<file path="src/hw/rtl/esa_pkg.sv">
// ----------------------------------------------------------------------------
// Encoder setpoint adjuster package
// Field widths and request and register codes shared by the interfaces, the
// core and the checker, and the setpoint step functions used by the core.
// ----------------------------------------------------------------------------
package esa_pkg;

	localparam int TEMP_W  = 12;
	localparam int TIME_W  = 17;
	localparam int SPEED_W = 10;
	localparam int COUNT_W = 8;
	localparam int DATA_W  = 32;
	localparam int ADDR_W  = 4;

	localparam logic REQ_EDGE  = 1'b0;
	localparam logic REQ_TICK  = 1'b1;
	localparam logic KNOB_TEMP = 1'b0;
	localparam logic KNOB_TIME = 1'b1;
	localparam logic DIR_UP    = 1'b0;

	localparam logic [1:0] REG_TEMP_MAX = 2'd0;
	localparam logic [1:0] REG_TIME_MAX = 2'd1;
	localparam logic [1:0] REG_FAST_THR = 2'd2;

	localparam logic [TEMP_W-1:0]  TEMP_MAX_RST = 12'd4000;
	localparam logic [TIME_W-1:0]  TIME_MAX_RST = 17'd86400;
	localparam logic [SPEED_W-1:0] FAST_THR_RST = 10'd30;

	// Reciprocal constants: floor(v * M / 2**S) equals v / d over the field range.
	localparam logic [23:0] DIV10_MUL   = 24'd3277;
	localparam int          DIV10_SHIFT = 15;
	localparam logic [34:0] DIV60_MUL   = 35'd139811;
	localparam int          DIV60_SHIFT = 23;

	localparam logic signed [13:0] TEMP_SNAP       = 14'sd1000;
	localparam logic signed [13:0] TEMP_FAST_UP    = 14'sd980;
	localparam logic signed [13:0] TEMP_FAST_DN    = 14'sd1020;
	localparam logic signed [13:0] TEMP_FINE       = 14'sd5;
	localparam logic signed [13:0] TEMP_COARSE     = 14'sd10;
	localparam logic signed [13:0] TEMP_FAST_STEP  = 14'sd20;

	localparam logic signed [18:0] TIME_SNAP        = 19'sd3600;
	localparam logic signed [18:0] TIME_FINE_SLOW   = 19'sd5;
	localparam logic signed [18:0] TIME_FINE_FAST   = 19'sd30;
	localparam logic signed [18:0] TIME_COARSE_SLOW = 19'sd60;
	localparam logic signed [18:0] TIME_COARSE_FAST = 19'sd300;

	function automatic logic [TEMP_W-1:0] temp_step(
		input logic [TEMP_W-1:0] v,
		input logic              up,
		input logic              fast,
		input logic [TEMP_W-1:0] vmax
	);
		logic [23:0]        prod;
		logic [TEMP_W-1:0]  quo;
		logic [3:0]         rem;
		logic signed [13:0] sv;
		logic signed [13:0] srem;
		logic signed [13:0] n;
		logic [TEMP_W-1:0]  res;
		prod = 24'(v) * DIV10_MUL;
		quo  = TEMP_W'(prod >> DIV10_SHIFT);
		rem  = 4'(v - quo * 12'd10);
		sv   = signed'({2'b00, v});
		srem = signed'({10'd0, rem});
		if (up) begin
			if (!fast) begin
				n = (sv < TEMP_SNAP) ? sv + TEMP_FINE : sv - srem + TEMP_COARSE;
			end else begin
				n = sv + TEMP_FAST_STEP - ((rem != 4'd0 && sv > TEMP_FAST_UP) ? srem : 14'sd0);
			end
			res = (n > signed'({2'b00, vmax})) ? vmax : TEMP_W'(n);
		end else begin
			if (!fast) begin
				n = (sv < TEMP_SNAP) ? sv - TEMP_FINE : sv - srem - TEMP_COARSE;
			end else begin
				n = sv - TEMP_FAST_STEP - ((rem != 4'd0 && sv > TEMP_FAST_DN) ? srem : 14'sd0);
			end
			res = (n < 14'sd0) ? '0 : TEMP_W'(n);
		end
		return res;
	endfunction

	function automatic logic [TIME_W-1:0] time_step(
		input logic [TIME_W-1:0] v,
		input logic              up,
		input logic              fast,
		input logic [TIME_W-1:0] vmax
	);
		logic [34:0]        prod;
		logic [TIME_W-1:0]  quo;
		logic [5:0]         rem;
		logic signed [18:0] sv;
		logic signed [18:0] srem;
		logic signed [18:0] fine;
		logic signed [18:0] coarse;
		logic signed [18:0] n;
		logic [TIME_W-1:0]  res;
		prod   = 35'(v) * DIV60_MUL;
		quo    = TIME_W'(prod >> DIV60_SHIFT);
		rem    = 6'(v - quo * 17'd60);
		sv     = signed'({2'b00, v});
		srem   = signed'({13'd0, rem});
		fine   = fast ? TIME_FINE_FAST : TIME_FINE_SLOW;
		coarse = fast ? TIME_COARSE_FAST : TIME_COARSE_SLOW;
		if (up) begin
			if (sv < TIME_SNAP) begin
				n = sv + fine;
			end else if (rem != 6'd0) begin
				n = sv - srem;
			end else begin
				n = sv + coarse;
			end
			res = (n > signed'({2'b00, vmax})) ? vmax : TIME_W'(n);
		end else begin
			if (sv <= TIME_SNAP) begin
				n = sv - fine;
			end else if (rem != 6'd0) begin
				n = sv - srem;
			end else begin
				n = sv - coarse;
			end
			res = (n < 19'sd0) ? '0 : TIME_W'(n);
		end
		return res;
	endfunction

endpackage

</file>
<file path="src/hw/rtl/esa_if.sv">
// ----------------------------------------------------------------------------
// Encoder setpoint adjuster channels
// Request channel carrying encoder edges and ticks, and result channel
// carrying the setpoints and knob speeds.
// ----------------------------------------------------------------------------
interface esa_item_if;
	logic valid;
	logic ready;
	logic req_type;
	logic knob;
	logic b_level;
	logic display_off;

	modport source (output valid, req_type, knob, b_level, display_off, input ready);
	modport sink (input valid, req_type, knob, b_level, display_off, output ready);
endinterface

interface esa_result_if;
	logic                         valid;
	logic                         ready;
	logic [esa_pkg::TEMP_W-1:0]   temp_set;
	logic [esa_pkg::TIME_W-1:0]   time_set;
	logic                         adjusted;
	logic [esa_pkg::SPEED_W-1:0]  temp_knob_speed;
	logic [esa_pkg::SPEED_W-1:0]  time_knob_speed;

	modport source (
		output valid, temp_set, time_set, adjusted, temp_knob_speed, time_knob_speed,
		input  ready
	);
	modport sink (
		input  valid, temp_set, time_set, adjusted, temp_knob_speed, time_knob_speed,
		output ready
	);
endinterface

</file>
<file path="src/hw/rtl/encoder_setpoint_adjuster_core.sv">
// ----------------------------------------------------------------------------
// Encoder setpoint adjuster core
// Path: input register, then the setpoint update into the result register.
// Throughput: one request per cycle while the result channel is not stalled;
// the setpoint update between the two registers sets that figure.
// Reset: arst_n clears setpoints, edge counts, speeds and valid flags and
// loads the register defaults.
// ----------------------------------------------------------------------------
module encoder_setpoint_adjuster_core (
	input  logic                         clk,
	input  logic                         arst_n,
	esa_item_if.sink                     item,
	esa_result_if.source                 result,
	input  logic                         psel,
	input  logic                         penable,
	input  logic                         pwrite,
	input  logic [esa_pkg::ADDR_W-1:0]   paddr,
	input  logic [esa_pkg::DATA_W-1:0]   pwdata,
	output logic [esa_pkg::DATA_W-1:0]   prdata,
	output logic                         pready
);
	import esa_pkg::*;

	logic [TEMP_W-1:0]  temp_max_q;
	logic [TIME_W-1:0]  time_max_q;
	logic [SPEED_W-1:0] fast_thr_q;
	logic [1:0]         reg_idx;
	logic               cfg_wr;

	logic [TEMP_W-1:0]  temp_sp_q;
	logic [TIME_W-1:0]  time_sp_q;
	logic [COUNT_W-1:0] temp_cnt_q;
	logic [COUNT_W-1:0] time_cnt_q;
	logic [SPEED_W-1:0] temp_spd_q;
	logic [SPEED_W-1:0] time_spd_q;

	logic valid_s1;
	logic req_type_s1;
	logic knob_s1;
	logic b_level_s1;
	logic display_off_s1;

	logic               valid_s2;
	logic [TEMP_W-1:0]  temp_set_s2;
	logic [TIME_W-1:0]  time_set_s2;
	logic               adjusted_s2;
	logic [SPEED_W-1:0] temp_spd_s2;
	logic [SPEED_W-1:0] time_spd_s2;

	logic               adv;
	logic               in_acc;
	logic               step_en;
	logic               up;
	logic [TEMP_W-1:0]  temp_sp_d;
	logic [TIME_W-1:0]  time_sp_d;
	logic [COUNT_W-1:0] temp_cnt_d;
	logic [COUNT_W-1:0] time_cnt_d;
	logic [SPEED_W-1:0] temp_spd_d;
	logic [SPEED_W-1:0] time_spd_d;

	assign pready  = 1'b1;
	assign reg_idx = paddr[ADDR_W-1:2];
	assign cfg_wr  = psel && penable && pwrite;

	always_comb begin
		case (reg_idx)
			REG_TEMP_MAX: prdata = DATA_W'(temp_max_q);
			REG_TIME_MAX: prdata = DATA_W'(time_max_q);
			REG_FAST_THR: prdata = DATA_W'(fast_thr_q);
			default:      prdata = '0;
		endcase
	end

	always_ff @(posedge clk or negedge arst_n) begin
		if (!arst_n) begin
			temp_max_q <= TEMP_MAX_RST;
			time_max_q <= TIME_MAX_RST;
			fast_thr_q <= FAST_THR_RST;
		end else if (cfg_wr) begin
			case (reg_idx)
				REG_TEMP_MAX: temp_max_q <= pwdata[TEMP_W-1:0];
				REG_TIME_MAX: time_max_q <= pwdata[TIME_W-1:0];
				REG_FAST_THR: fast_thr_q <= pwdata[SPEED_W-1:0];
				default: ;
			endcase
		end
	end

	assign adv        = valid_s1 && (!valid_s2 || result.ready);
	assign item.ready = !valid_s1 || adv;
	assign in_acc     = item.valid && item.ready;

	always_ff @(posedge clk or negedge arst_n) begin
		if (!arst_n) begin
			valid_s1 <= 1'b0;
		end else if (item.ready) begin
			valid_s1 <= item.valid;
		end
	end

	always_ff @(posedge clk) begin
		if (in_acc) begin
			req_type_s1    <= item.req_type;
			knob_s1        <= item.knob;
			b_level_s1     <= item.b_level;
			display_off_s1 <= item.display_off;
		end
	end

	assign step_en = (req_type_s1 == REQ_EDGE) && !display_off_s1;
	assign up      = (b_level_s1 == DIR_UP);

	always_comb begin
		temp_sp_d  = temp_sp_q;
		time_sp_d  = time_sp_q;
		temp_cnt_d = temp_cnt_q;
		time_cnt_d = time_cnt_q;
		temp_spd_d = temp_spd_q;
		time_spd_d = time_spd_q;
		if (req_type_s1 == REQ_TICK) begin
			temp_spd_d = SPEED_W'(temp_cnt_q) + SPEED_W'({temp_cnt_q, 1'b0});
			time_spd_d = SPEED_W'(time_cnt_q) + SPEED_W'({time_cnt_q, 1'b0});
			temp_cnt_d = '0;
			time_cnt_d = '0;
		end else if (step_en) begin
			if (knob_s1 == KNOB_TEMP) begin
				if (temp_cnt_q != '1) begin
					temp_cnt_d = temp_cnt_q + 1'b1;
				end
				temp_sp_d = temp_step(temp_sp_q, up, temp_spd_q >= fast_thr_q, temp_max_q);
			end else begin
				if (time_cnt_q != '1) begin
					time_cnt_d = time_cnt_q + 1'b1;
				end
				time_sp_d = time_step(time_sp_q, up, time_spd_q >= fast_thr_q, time_max_q);
			end
		end
	end

	always_ff @(posedge clk or negedge arst_n) begin
		if (!arst_n) begin
			temp_sp_q  <= '0;
			time_sp_q  <= '0;
			temp_cnt_q <= '0;
			time_cnt_q <= '0;
			temp_spd_q <= '0;
			time_spd_q <= '0;
		end else if (adv) begin
			temp_sp_q  <= temp_sp_d;
			time_sp_q  <= time_sp_d;
			temp_cnt_q <= temp_cnt_d;
			time_cnt_q <= time_cnt_d;
			temp_spd_q <= temp_spd_d;
			time_spd_q <= time_spd_d;
		end
	end

	always_ff @(posedge clk or negedge arst_n) begin
		if (!arst_n) begin
			valid_s2 <= 1'b0;
		end else if (adv) begin
			valid_s2 <= 1'b1;
		end else if (result.ready) begin
			valid_s2 <= 1'b0;
		end
	end

	always_ff @(posedge clk) begin
		if (adv) begin
			temp_set_s2 <= temp_sp_d;
			time_set_s2 <= time_sp_d;
			adjusted_s2 <= step_en;
			temp_spd_s2 <= temp_spd_d;
			time_spd_s2 <= time_spd_d;
		end
	end

	assign result.valid           = valid_s2;
	assign result.temp_set        = temp_set_s2;
	assign result.time_set        = time_set_s2;
	assign result.adjusted        = adjusted_s2;
	assign result.temp_knob_speed = temp_spd_s2;
	assign result.time_knob_speed = time_spd_s2;

endmodule

</file>
<file path="src/flat_wrapper.sv">
// flat-port wrapper written by rule: the top's interface ports become plain ports
module encoder_setpoint_adjuster_core_flat import esa_pkg::*;
  (clk, arst_n, psel, penable, pwrite, paddr, pwdata, prdata, pready, item_valid, item_req_type, item_knob, item_b_level, item_display_off, item_ready, result_valid, result_temp_set, result_time_set, result_adjusted, result_temp_knob_speed, result_time_knob_speed, result_ready);
  esa_item_if item_i ();
  esa_result_if result_i ();
  input  logic clk;
  input  logic arst_n;
  input  logic psel;
  input  logic penable;
  input  logic pwrite;
  input  logic [esa_pkg::ADDR_W-1:0] paddr;
  input  logic [esa_pkg::DATA_W-1:0] pwdata;
  output logic [esa_pkg::DATA_W-1:0] prdata;
  output logic pready;
  input wire logic [$bits(item_i.valid)-1:0] item_valid;
  input wire logic [$bits(item_i.req_type)-1:0] item_req_type;
  input wire logic [$bits(item_i.knob)-1:0] item_knob;
  input wire logic [$bits(item_i.b_level)-1:0] item_b_level;
  input wire logic [$bits(item_i.display_off)-1:0] item_display_off;
  output wire logic [$bits(item_i.ready)-1:0] item_ready;
  output wire logic [$bits(result_i.valid)-1:0] result_valid;
  output wire logic [$bits(result_i.temp_set)-1:0] result_temp_set;
  output wire logic [$bits(result_i.time_set)-1:0] result_time_set;
  output wire logic [$bits(result_i.adjusted)-1:0] result_adjusted;
  output wire logic [$bits(result_i.temp_knob_speed)-1:0] result_temp_knob_speed;
  output wire logic [$bits(result_i.time_knob_speed)-1:0] result_time_knob_speed;
  input wire logic [$bits(result_i.ready)-1:0] result_ready;
  assign item_i.valid = item_valid;
  assign item_i.req_type = item_req_type;
  assign item_i.knob = item_knob;
  assign item_i.b_level = item_b_level;
  assign item_i.display_off = item_display_off;
  assign item_ready = item_i.ready;
  assign result_valid = result_i.valid;
  assign result_temp_set = result_i.temp_set;
  assign result_time_set = result_i.time_set;
  assign result_adjusted = result_i.adjusted;
  assign result_temp_knob_speed = result_i.temp_knob_speed;
  assign result_time_knob_speed = result_i.time_knob_speed;
  assign result_i.ready = result_ready;
  encoder_setpoint_adjuster_core u_core (.clk(clk), .arst_n(arst_n), .item(item_i), .result(result_i), .psel(psel), .penable(penable), .pwrite(pwrite), .paddr(paddr), .pwdata(pwdata), .prdata(prdata), .pready(pready));
endmodule
</file>
<file path="config.mk">
export PLATFORM = sky130hd
export DESIGN_NAME = encoder_setpoint_adjuster_core_flat
export DESIGN_NICKNAME = d
export VERILOG_FILES = /design/src/hw/rtl/esa_pkg.sv /design/src/hw/rtl/esa_if.sv /design/src/hw/rtl/encoder_setpoint_adjuster_core.sv /design/src/flat_wrapper.sv
export SDC_FILE = /design/constraint.sdc
export NUM_CORES = 1
export LEC_CHECK = 0
export ABC_AREA = 1
export BUFFER_PORTS_ARGS = -buffer_cell sky130_fd_sc_hd__buf_4
export CAP_MARGIN = 25
export CORE_MARGIN = 1.5
export CORE_UTILIZATION = 63
export DETAILED_ROUTE_END_ITERATION = 7
export GPL_TIMING_DRIVEN = 0
export HOLD_SLACK_MARGIN = 0.12
export PLACE_DENSITY = 0.83
export SLEW_MARGIN = 10
export SYNTH_ARGS = -nofsm -noshare
export SYNTH_HDL_FRONTEND = slang
export SYNTH_SLANG_ARGS = --single-unit
export TNS_END_PERCENT = 100
</file>
<file path="constraint.sdc">
create_clock -name clk -period 11.95 [get_ports clk]
set_input_delay 0 -clock clk [delete_from_list [all_inputs] [get_ports clk]]
set_output_delay 0 -clock clk [all_outputs]
set_load 0.02 [all_outputs]
</file>
## Word level (Yosys, flattened, before mapping)

Cells that the tools add are included.

- Register bits after elaboration: 160
- Bits in latches: 0
- Memory bits (writable): 0
- ROM bits: 0
- Input port bits: 47
- Output and inout port bits: 85
- Word-level logic and storage cells: 139
- Memories: 0

- $add $sub $neg: 20
- Multipliers: 4
- Div/mod/pow operators: 0
- $lt $le $gt $ge: 11
- Equal/unequal tests: 5
- Shift-type cells: 0
- Muxes and demuxes: 53
- Bitwise logic cells: 1
- Reductions and logical operators: 25

Operators with widths:

| operator | number |
|---|---|
| 2-to-1 mux 19 bit | 12 |
| 2-to-1 mux 14 bit | 12 |
| 2-to-1 mux 17 bit | 6 |
| 2-to-1 mux 12 bit | 6 |
| 2-to-1 mux 8 bit | 8 |
| one-hot mux 17 bit (3 select lines) | 1 |
| multiplier 17 x 18 -> 35 bit, second input constant | 1 |
| subtractor 14 bit | 2 |
| > comparator 12 x 10 -> 1 bit, second input constant | 2 |
| multiplier 12 x 12 -> 24 bit, second input constant | 1 |
| adder 8 x 9 -> 10 bit | 2 |
| >= comparator 10 bit | 2 |
| 2-to-1 mux 10 bit | 2 |
| > comparator 19 x 18 -> 1 bit | 1 |
| < comparator 19 x 1 -> 1 bit, second input constant | 1 |
| adder 17 x 5 -> 18 bit | 1 |
| adder 17 x 9 -> 18 bit | 1 |
| subtractor 17 x 5 -> 18 bit | 1 |
| subtractor 17 x 6 -> 18 bit | 1 |
| subtractor 17 x 9 -> 18 bit | 1 |
| less-or-equal comparator 17 x 12 -> 1 bit, second input constant | 1 |
| < comparator 17 x 12 -> 1 bit, second input constant | 1 |
| adder 8 x 1 -> 8 bit, second input constant | 2 |
| != test 8 bit, second input constant | 2 |
| other kinds (31) | 49 |

## Depth between registers and ports, before layout

Gate-level depths: netlist (run 1).

- Depth in word-level cells: 18
- Mapped depth: 62

## Worst setup path before layout (run 1)

Ideal clock, no wire load.

- Kind: register to register
- Start: reg u_core.time_sp_q[15]
- End: reg u_core.time_set_s2[14], in the netlist u_core.result.time_set[14], data pin
- Library setup time: 0.255 ns
- Data arrival time: 9.244 ns
- Data required time: 11.695 ns
- Slack: 2.451 ns
- Cell stages (with the launch flop): 54
- Path buffers: 1
- Period minus slack after synthesis: 9.499 ns
- Cell sequence: dfrtp_1 inv_1 ha_1 ha_1 or2_2 fa_1 inv_1 fa_1 fa_1 inv_1 fa_1 ha_1 nand4_1 nor3_1 o2111ai_1 nand3_1 xnor2_1 inv_1 [18 not listed] xor2_1 nand2_1 o21ai_0 nand2_1 o21ai_0 inv_1 ha_1 nand2_1 inv_1 nand3_1 o41ai_1 nand3_1 nand2_1 buf_2 nand2_1 o211ai_1 nand3_1 and2_1

- Word-level cells in the longest chain between the ends: 16
- Elaborated cells between the ends (all ways): 31
- Those cells by class: add/sub (6); mul (2); order compare (4); mux (18); reduce/logical (1)

Ends and longest elaborated chain:

| item | line | source |
|---|---|---|
| start: declaration | encoder_setpoint_adjuster_core.sv:31 | `logic [TIME_W-1:0] time_sp_q;` |
| start signal: assignment | encoder_setpoint_adjuster_core.sv:150 | `time_sp_q <= time_sp_d;` |
| multiplier 17 x 18 -> 35 bit | esa_pkg.sv:99 | `prod = 35'(v) * DIV60_MUL;` |
| multiplier 12 x 4 -> 4 bit | esa_pkg.sv:101 | `rem = 6'(v - quo * 17'd60);` |
| subtractor 6 bit | esa_pkg.sv:101 |  |
| subtractor 17 x 6 -> 18 bit / nonzero test 6 bit (equally long branches) | - |  |
| 2-to-1 mux 19 bit (on tied branches) | esa_pkg.sv:109, esa_pkg.sv:118 |  |
| 2-to-1 mux 19 bit (on tied branches) | esa_pkg.sv:107, esa_pkg.sv:116 |  |
| 2-to-1 mux 19 bit | esa_pkg.sv:106 | `if (up) begin` |
| 2-to-1 mux 19 bit | encoder_setpoint_adjuster_core.sv:126 | `if (knob_s1 == KNOB_TEMP) begin` |
| 2-to-1 mux 19 bit | encoder_setpoint_adjuster_core.sv:125 | `end else if (step_en) begin` |
| 2-to-1 mux 19 bit | encoder_setpoint_adjuster_core.sv:120 | `if (req_type_s1 == REQ_TICK) begin` |
| > comparator 19 x 18 -> 1 bit / < comparator 19 x 1 -> 1 bit (equally long branches) | esa_pkg.sv:114, esa_pkg.sv:123 |  |
| 2-to-1 mux 17 bit (on tied branches) | esa_pkg.sv:114, esa_pkg.sv:123 |  |
| 2-to-1 mux 17 bit * | esa_pkg.sv:106 |  |
| 2-to-1 mux 17 bit * | encoder_setpoint_adjuster_core.sv:126 |  |
| 2-to-1 mux 17 bit * | encoder_setpoint_adjuster_core.sv:125 |  |
| 2-to-1 mux 17 bit * | encoder_setpoint_adjuster_core.sv:120 |  |
| net u_core.time_sp_d[14] | encoder_setpoint_adjuster_core.sv:55 | `logic [TIME_W-1:0] time_sp_d;` |
| end signal: assignment | encoder_setpoint_adjuster_core.sv:171 | `time_set_s2 <= time_sp_d;` |
| end: declaration | encoder_setpoint_adjuster_core.sv:45 | `logic [TIME_W-1:0] time_set_s2;` |

Mark *: on every way through the listed nets, which the timed path passes. The rest lies on a longest branch. The select of a mux whose other input is x is not followed.
A chain may end at the register's enable or synchronous reset.

## Worst setup path in the final report (run 1)

- Start: reg u_core.time_sp_q[15]
- End: reg u_core.time_set_s2[7], in the netlist u_core.result.time_set[7], data pin

The elaborated chain is that of the path after synthesis.

==> results of run 1 <==
[cells in the mapped netlist, types with 7 or more instances]
cell	number	area, sq um
nor3_1	16	80.1
edfxtp_1	54	1620
inv_1	457	1720
o221ai_1	11	96.3
a21boi_1	11	82.6
a21oi_1	111	556
o21bai_1	7	52.6
dfstp_2	15	394
clkbuf_1	54	203
o21a_1	9	67.6
or2_2	7	43.8
and2_1	11	68.8
nor2_1	152	571
o211ai_1	30	225
o21ai_0	178	891
dfrtp_1	91	2280
nand2_2	7	43.8
inv_2	17	63.8
fa_1	77	1540
nand4_1	23	144
buf_2	14	70.1
buf_4	17	128
ha_1	296	3700
xnor2_1	20	175
nand3_1	161	806
nand2_1	628	2360
xor2_1	101	885
[per-stage QoR]
stage                     setup slack (ps)  hold WS (ps)  std cells  utilization  area [sq um]
after floorplan                       2450          -296       2682            -         19700
after global placement                 743           179       3176        0.683         20900
after detailed placement               685           181       3180        0.685         20900
after CTS                              583           166       3240        0.713         21800
after global routing                  5.54           281       3242        0.715         21900
final                                  576           269       3242        0.715         21900
[layout make-up]
cell class,instances,area [sq um]
well taps,396,495
flip-flops and latches,160,4290
inverters,481,1810
clock buffers,17,425
clock inverters,15,168
multi-input cells,1953,13100
plain buffers,88,433
repair buffers,132,1100
fillers,2431,8730
[worst max path at each step]
stage | startpoint | endpoint | slack (ps)
2_1_floorplan | u_core.time_sp_q[15]$_DFFE_PN0P_ | u_core.result.time_set[14]$_DFFE_PP_ | 2450
3_5_place_dp | u_core.time_sp_q[15]$_DFFE_PN0P_ | u_core.result.time_set[7]$_DFFE_PP_ | 680
6_report | u_core.time_sp_q[15]$_DFFE_PN0P_ | u_core.result.time_set[7]$_DFFE_PP_ | 580
3_3_place_gp | u_core.time_sp_q[15]$_DFFE_PN0P_ | u_core.result.time_set[7]$_DFFE_PP_ | 740
4_1_cts | u_core.time_sp_q[15]$_DFFE_PN0P_ | u_core.result.time_set[7]$_DFFE_PP_ | 580
5_1_grt | u_core.time_sp_q[15]$_DFFE_PN0P_ | u_core.result.time_set[11]$_DFFE_PP_ | 6
[cells by family (layout without fill, tap and decap cells)]
| family | Yosys count | count (layout) |
|---|---|---|
| AOI/OAI and AO/OA | 410 | 410 |
| other | 2 | 18 |
| buffers and inverters | 569 | 733 |
| adders and majority gates | 373 | 373 |
| xor gates and xnor gates | 124 | 124 |
| DFF | 160 | 160 |
| and+or+nand+nor | 1028 | 1028 |
[repair_timing]
| action | 4_1_cts | 5_1_grt |
|---|---|---|
| hold endpoints to repair | 140 | 27 |
| setup buffers | 0 | 0 |
| hold buffers | 28 | 1 |
| resized for setup | 0 | 6 |
| setup endpoints to repair | 0 | 32 |
[layer usage]
layer | GRT usage | wire length [um] | share of wire
met1 | 0.471 | 24100 | 0.37
met2 | 0.710 | 31200 | 0.48
met3 | 0.0671 | 5170 | 0.079
met4 | 0.289 | 4960 | 0.076
met5 | 0 | 0 | 0
[flip-flops by register name, summed over array words and instances (netlist names), 10 cells and up]
signal / flops
u_core.time_spd_q: 10
u_core.fast_thr_q: 10
u_core.result.temp_set: 12
u_core.result.time_knob_speed: 10
u_core.result.time_set: 17
u_core.temp_max_q: 12
u_core.time_max_q: 17
u_core.time_sp_q: 17
u_core.result.temp_knob_speed: 10
u_core.temp_spd_q: 10
u_core.temp_sp_q: 12
[worst register-to-register path: cells and delay by family, from the launching register on]
kind,cells,cell delay [ps]
buffers and inverters,9,1040
and+or+nand+nor,20,2830
xor gates and xnor gates,5,820
DFF,1,500
adders and majority gates,13,4730
AOI/OAI and AO/OA,6,1180
==> impl_metrics.json, run 1 <==
{
  "outcome": "finished, violations left",
  "violations": "DRC",
  "grt_pass1_wl_um": 101000,
  "antenna_found_initial": 0,
  "rows": 64,
  "drc": 2,
  "synth.distinct_cells": 60,
  "avgRoutedWirePerCell_um": 20.2,
  "rsz0062_at_grt": "false",
  "finalHoldViolations": 0,
  "hold_start": "penable",
  "crit_path_start_kind": "register",
  "worstSkewPairLatency_ps": 460,
  "grt.overflow.total": 0,
  "io_pins": 132,
  "dp_hpwl_um": 50700,
  "required_ps": 12150,
  "cp_num_cells": 53,
  "fin_worst_skew_ps": 21.0,
  "setup_tns_ps": 0,
  "crit_family": "adder cells",
  "root_buffer": "clkbuf_16",
  "synth.cell_area_sq_mm": 0.0196,
  "core_sq_mm": 0.0306,
  "path_clk_slew_ps": 80,
  "drt-total-wl_um": 65400,
  "crit_buf_inv": 9,
  "synthToLayoutAreaGrowth_pct": 11.5,
  "yosys.area_share.simple": 0.220,
  "synth-async-reset-ratio": 0.663,
  "ant_nets": 0,
  "synth_ff_type": "dfrtp_1",
  "drive_above_1_share": 0.0836,
  "hold_end": "u_core.temp_max_q[1]$_DFFE_PN0P_",
  "antenna_cells": 0,
  "setup_viol": 0,
  "grt_pass1_vias": 19200,
  "endpoint_kind": "register",
  "critPathMaxFanout": 10,
  "maxCapViolCount": 0,
  "crit_path_top_delay_cell": "fa_1",
  "nets": 3253,
  "start_util": 0.641,
  "htree_levels": 4,
  "avgSynthCellArea_sq_um": 7.35,
  "layout_commonest_cell": "nand2_1",
  "r2r_cells": 53,
  "muxShareOfSynthArea": 0,
  "ys_warn_count": 0,
  "io_buffer_count": 98,
  "numClockSinks": 160,
  "die_h_um": 179,
  "firstDrtPassIters": 8,
  "synth_top_family_by_area": "adder cells",
  "final_cell_mix": "628 x nand2_1, 457 x inv_1, 296 x ha_1",
  "post-route-period-util": 0.952,
  "finalMaxSlewViolations": 0,
  "synth_fa_ha_area_frac": 0.268,
  "synth-edff-count": 54,
  "cp_data_arrival_time_ps": 11580,
  "finalCriticalPeriod_ps": 11370,
  "synth_xor_area_frac": 0.0577,
  "reg2reg_to": "u_core.result.time_set[7]$_DFFE_PP_",
  "gp_congestion": 1.05,
  "globalRouteTotalUtil": 0.414,
  "crit_path_max_incr_delay_ps": 560,
  "route.vias.total": 19300,
  "synth-seq-cells": 160,
  "die_x_um": 179,
  "max_freq_mhz": 87.9,
  "cts_max_path_buffers": 2,
  "viasPerCell": 5.95,
  "slew_headroom": 0.345,
  "critPathKind": "reg -> reg",
  "cts_made_buffers": 17,
  "worstMarginPinSlew_ps": 983,
  "synth_compound_area_frac": 0.121,
  "postSynthCellCount": 2666,
  "ys_seq_area_frac": 0.219,
  "hp-class": "in -> reg",
  "ff2ff_setup_slack_ps": 580,
  "cts_tree": "yes",
  "drt-initial-drc-count": 1605,
  "whs_path_depth": 5,
  "timing.rr.start": "u_core.time_sp_q[15]$_DFFE_PN0P_",
  "grt_max_degree": 107,
  "dieArea_sq_mm": 0.0322
}
Power of run 1 is left out: the tool's default activity adds up to more than one toggle a clock period on the data nets, which glitch-free logic cannot reach.
==> run 2, diff against run 1 <==
CORE_UTILIZATION = 57   (was 63)
PLACE_DENSITY = 0.79   (was 0.83)
clock period = 10.38 ns   (was 11.95 ns; I/O delays follow)
==> run 2 against run 1 <==
  * The flow now finishes without violations
  * Register-to-register slack got worse by 420 ps
  * Hold slack got worse by 92 ps
  * Setup slack got worse by 420 ps
  * Clock-buffer cell count unchanged
  * Cell count increased by 3.0%
  * Sequential share of layout area decreased by 0.80 points
  * Global-route usage decreased by 4.0 points
  * Core utilization decreased by 3.5 points
  * First-iteration DRC count increased by 9.2%
  * Critical path depth unchanged
  * Sequential cell count unchanged
  * Clock skew decreased by 1.9 ps
==> impl_metrics.json, run 2 (synthesis results as in run 1) <==
{
  "outcome": "finished clean",
  "setup_viol": 0,
  "synthToLayoutAreaGrowth_pct": 16.8,
  "final_cell_mix": "614 x nand2_1, 441 x inv_1, 278 x ha_1",
  "path_clk_slew_ps": 80,
  "reg2reg_to": "u_core.result.time_set[5]$_DFFE_PP_",
  "crit_top_cell": "ha_4",
  "worstSkewPairLatency_ps": 450,
  "antenna_found_initial": 0,
  "die_h_um": 188,
  "filler_cell_count": 2830,
  "drive_above_1_share": 0.138,
  "crit_path_top_delay_cell": "fa_1",
  "finalMaxSlewViolations": 0,
  "core_sq_mm": 0.0337,
  "io_pins": 132,
  "cp_data_arrival_time_ps": 10420,
  "worst_slack_ps": 161,
  "grt_pass1_vias": 18900,
  "critPathKind": "reg -> reg",
  "crit_path_start_kind": "register",
  "nets": 3298,
  "globalRouteTotalUtil": 0.374,
  "cts_tree": "yes",
  "numClockSinks": 160,
  "dp_hpwl_um": 51600,
  "critPathMaxFanout": 7,
  "antenna_cells": 0,
  "post-route-period-util": 0.984,
  "route.vias.total": 19100,
  "htree_levels": 4,
  "finalCriticalPeriod_ps": 10220,
  "die_x_um": 188,
  "worstMarginPinSlew_ps": 953,
  "root_buffer": "clkbuf_16",
  "utilization": 0.680,
  "endpoint_kind": "register",
  "maxCapViolCount": 0,
  "grt.overflow.total": 0,
  "drt-total-wl_um": 66400,
  "dieArea_sq_mm": 0.0355,
  "start_util": 0.582,
  "avgRoutedWirePerCell_um": 19.9,
  "drt-initial-drc-count": 1752,
  "r2r_cells": 53,
  "gp_congestion": 0.996,
  "firstDrtPassIters": 6,
  "place_ws_ps": -1130,
  "cp_num_cells": 53,
  "fin_worst_skew_ps": 19.1,
  "startpoint": "u_core.time_sp_q[15]$_DFFE_PN0P_",
  "rsz0062_at_grt": "true",
  "hp-class": "in -> reg",
  "ant_nets": 0,
  "crit_family": "adder cells",
  "slew_headroom": 0.362,
  "crit_path_end": "u_core.result.time_set[5]$_DFFE_PP_",
  "required_ps": 10580,
  "crit_path_max_incr_delay_ps": 540,
  "finalHoldViolations": 0,
  "io_buffer_count": 98,
  "crit_buf_inv": 10,
  "setup_tns_ps": 0,
  "timing.rr.start": "u_core.time_sp_q[15]$_DFFE_PN0P_",
  "max_freq_mhz": 97.9,
  "rows": 67,
  "cts_made_buffers": 17,
  "grt_pass1_wl_um": 103000,
  "ff2ff_setup_slack_ps": 160,
  "cts_max_path_buffers": 2,
  "layout_commonest_cell": "nand2_1",
  "grt_max_degree": 107,
  "viasPerCell": 5.72,
  "drc": 0
}
run 2: changes by cell type in the layout (fill, tap and decap cells not counted), sizes merged:
cell      delta
bufinv       +2
clkbuf       +1
clkinvlp     +6
buf         +44
inv          -5
clkinv       -3
run 2: area by class of cell:
type	count	area (sq um)	share of cell area
buffer	87	477	0.0208
clock buffer	17	425	0.0186
clock inverter	15	195	0.00852
inverter	481	1830	0.0801
multi-input combinational	1953	13600	0.596
sequential	160	4320	0.188
tap	448	561	0.0245
timing repair buffer	178	1460	0.0635
run 2: metrics by stage:
step | cells | instance area, sq um | hold slack (ps)
finish | 3339 | 22900 | 176
global placement | 3228 | 21000 | 181
detailed placement | 3231 | 21000 | 180
CTS | 3300 | 22200 | 159
floorplan | 2682 | 19700 | -296
global route | 3339 | 22900 | 209
run 2: repair_timing:
item                       in CTS  in global routing
pin swaps                      15                 58
hold buffers                   28                  1
setup buffers                  10                 35
setup endpoints to repair      55                 58
cloned                          0                  2
gates resized for setup        59                120
hold endpoints to repair      140                 37
run 2: worst min-delay path, delay by kind of cell:
kind                   cells  cell delay [ps]
AND/OR/NAND/NOR            3              480
AO/OA/AOI/OAI              1               60
buffers and inverters      1               80
run 2: worst min path at each step:
stage,startpoint,end,cells past startpoint
CTS,penable,u_core.time_max_q[14]$_DFFE_PN1P_,5
global placement,item_display_off,u_core.display_off_s1$_DFFE_PP_,1
global route,penable,u_core.time_max_q[12]$_DFFE_PN1P_,5
detailed placement,item_knob,u_core.knob_s1$_DFFE_PP_,1
finish,penable,u_core.time_max_q[14]$_DFFE_PN1P_,5
floorplan,arst_n,u_core.fast_thr_q[0]$_DFFE_PN0P_,0
run 2: layer usage:
| layer | track usage | wire length [um] |
|---|---|---|
| met1 | 0.449 | 25900 |
| met2 | 0.650 | 32400 |
| met3 | 0.0423 | 4060 |
| met4 | 0.211 | 4040 |
| met5 | 0 | 0 |
Power of run 2 is left out for the same reason.
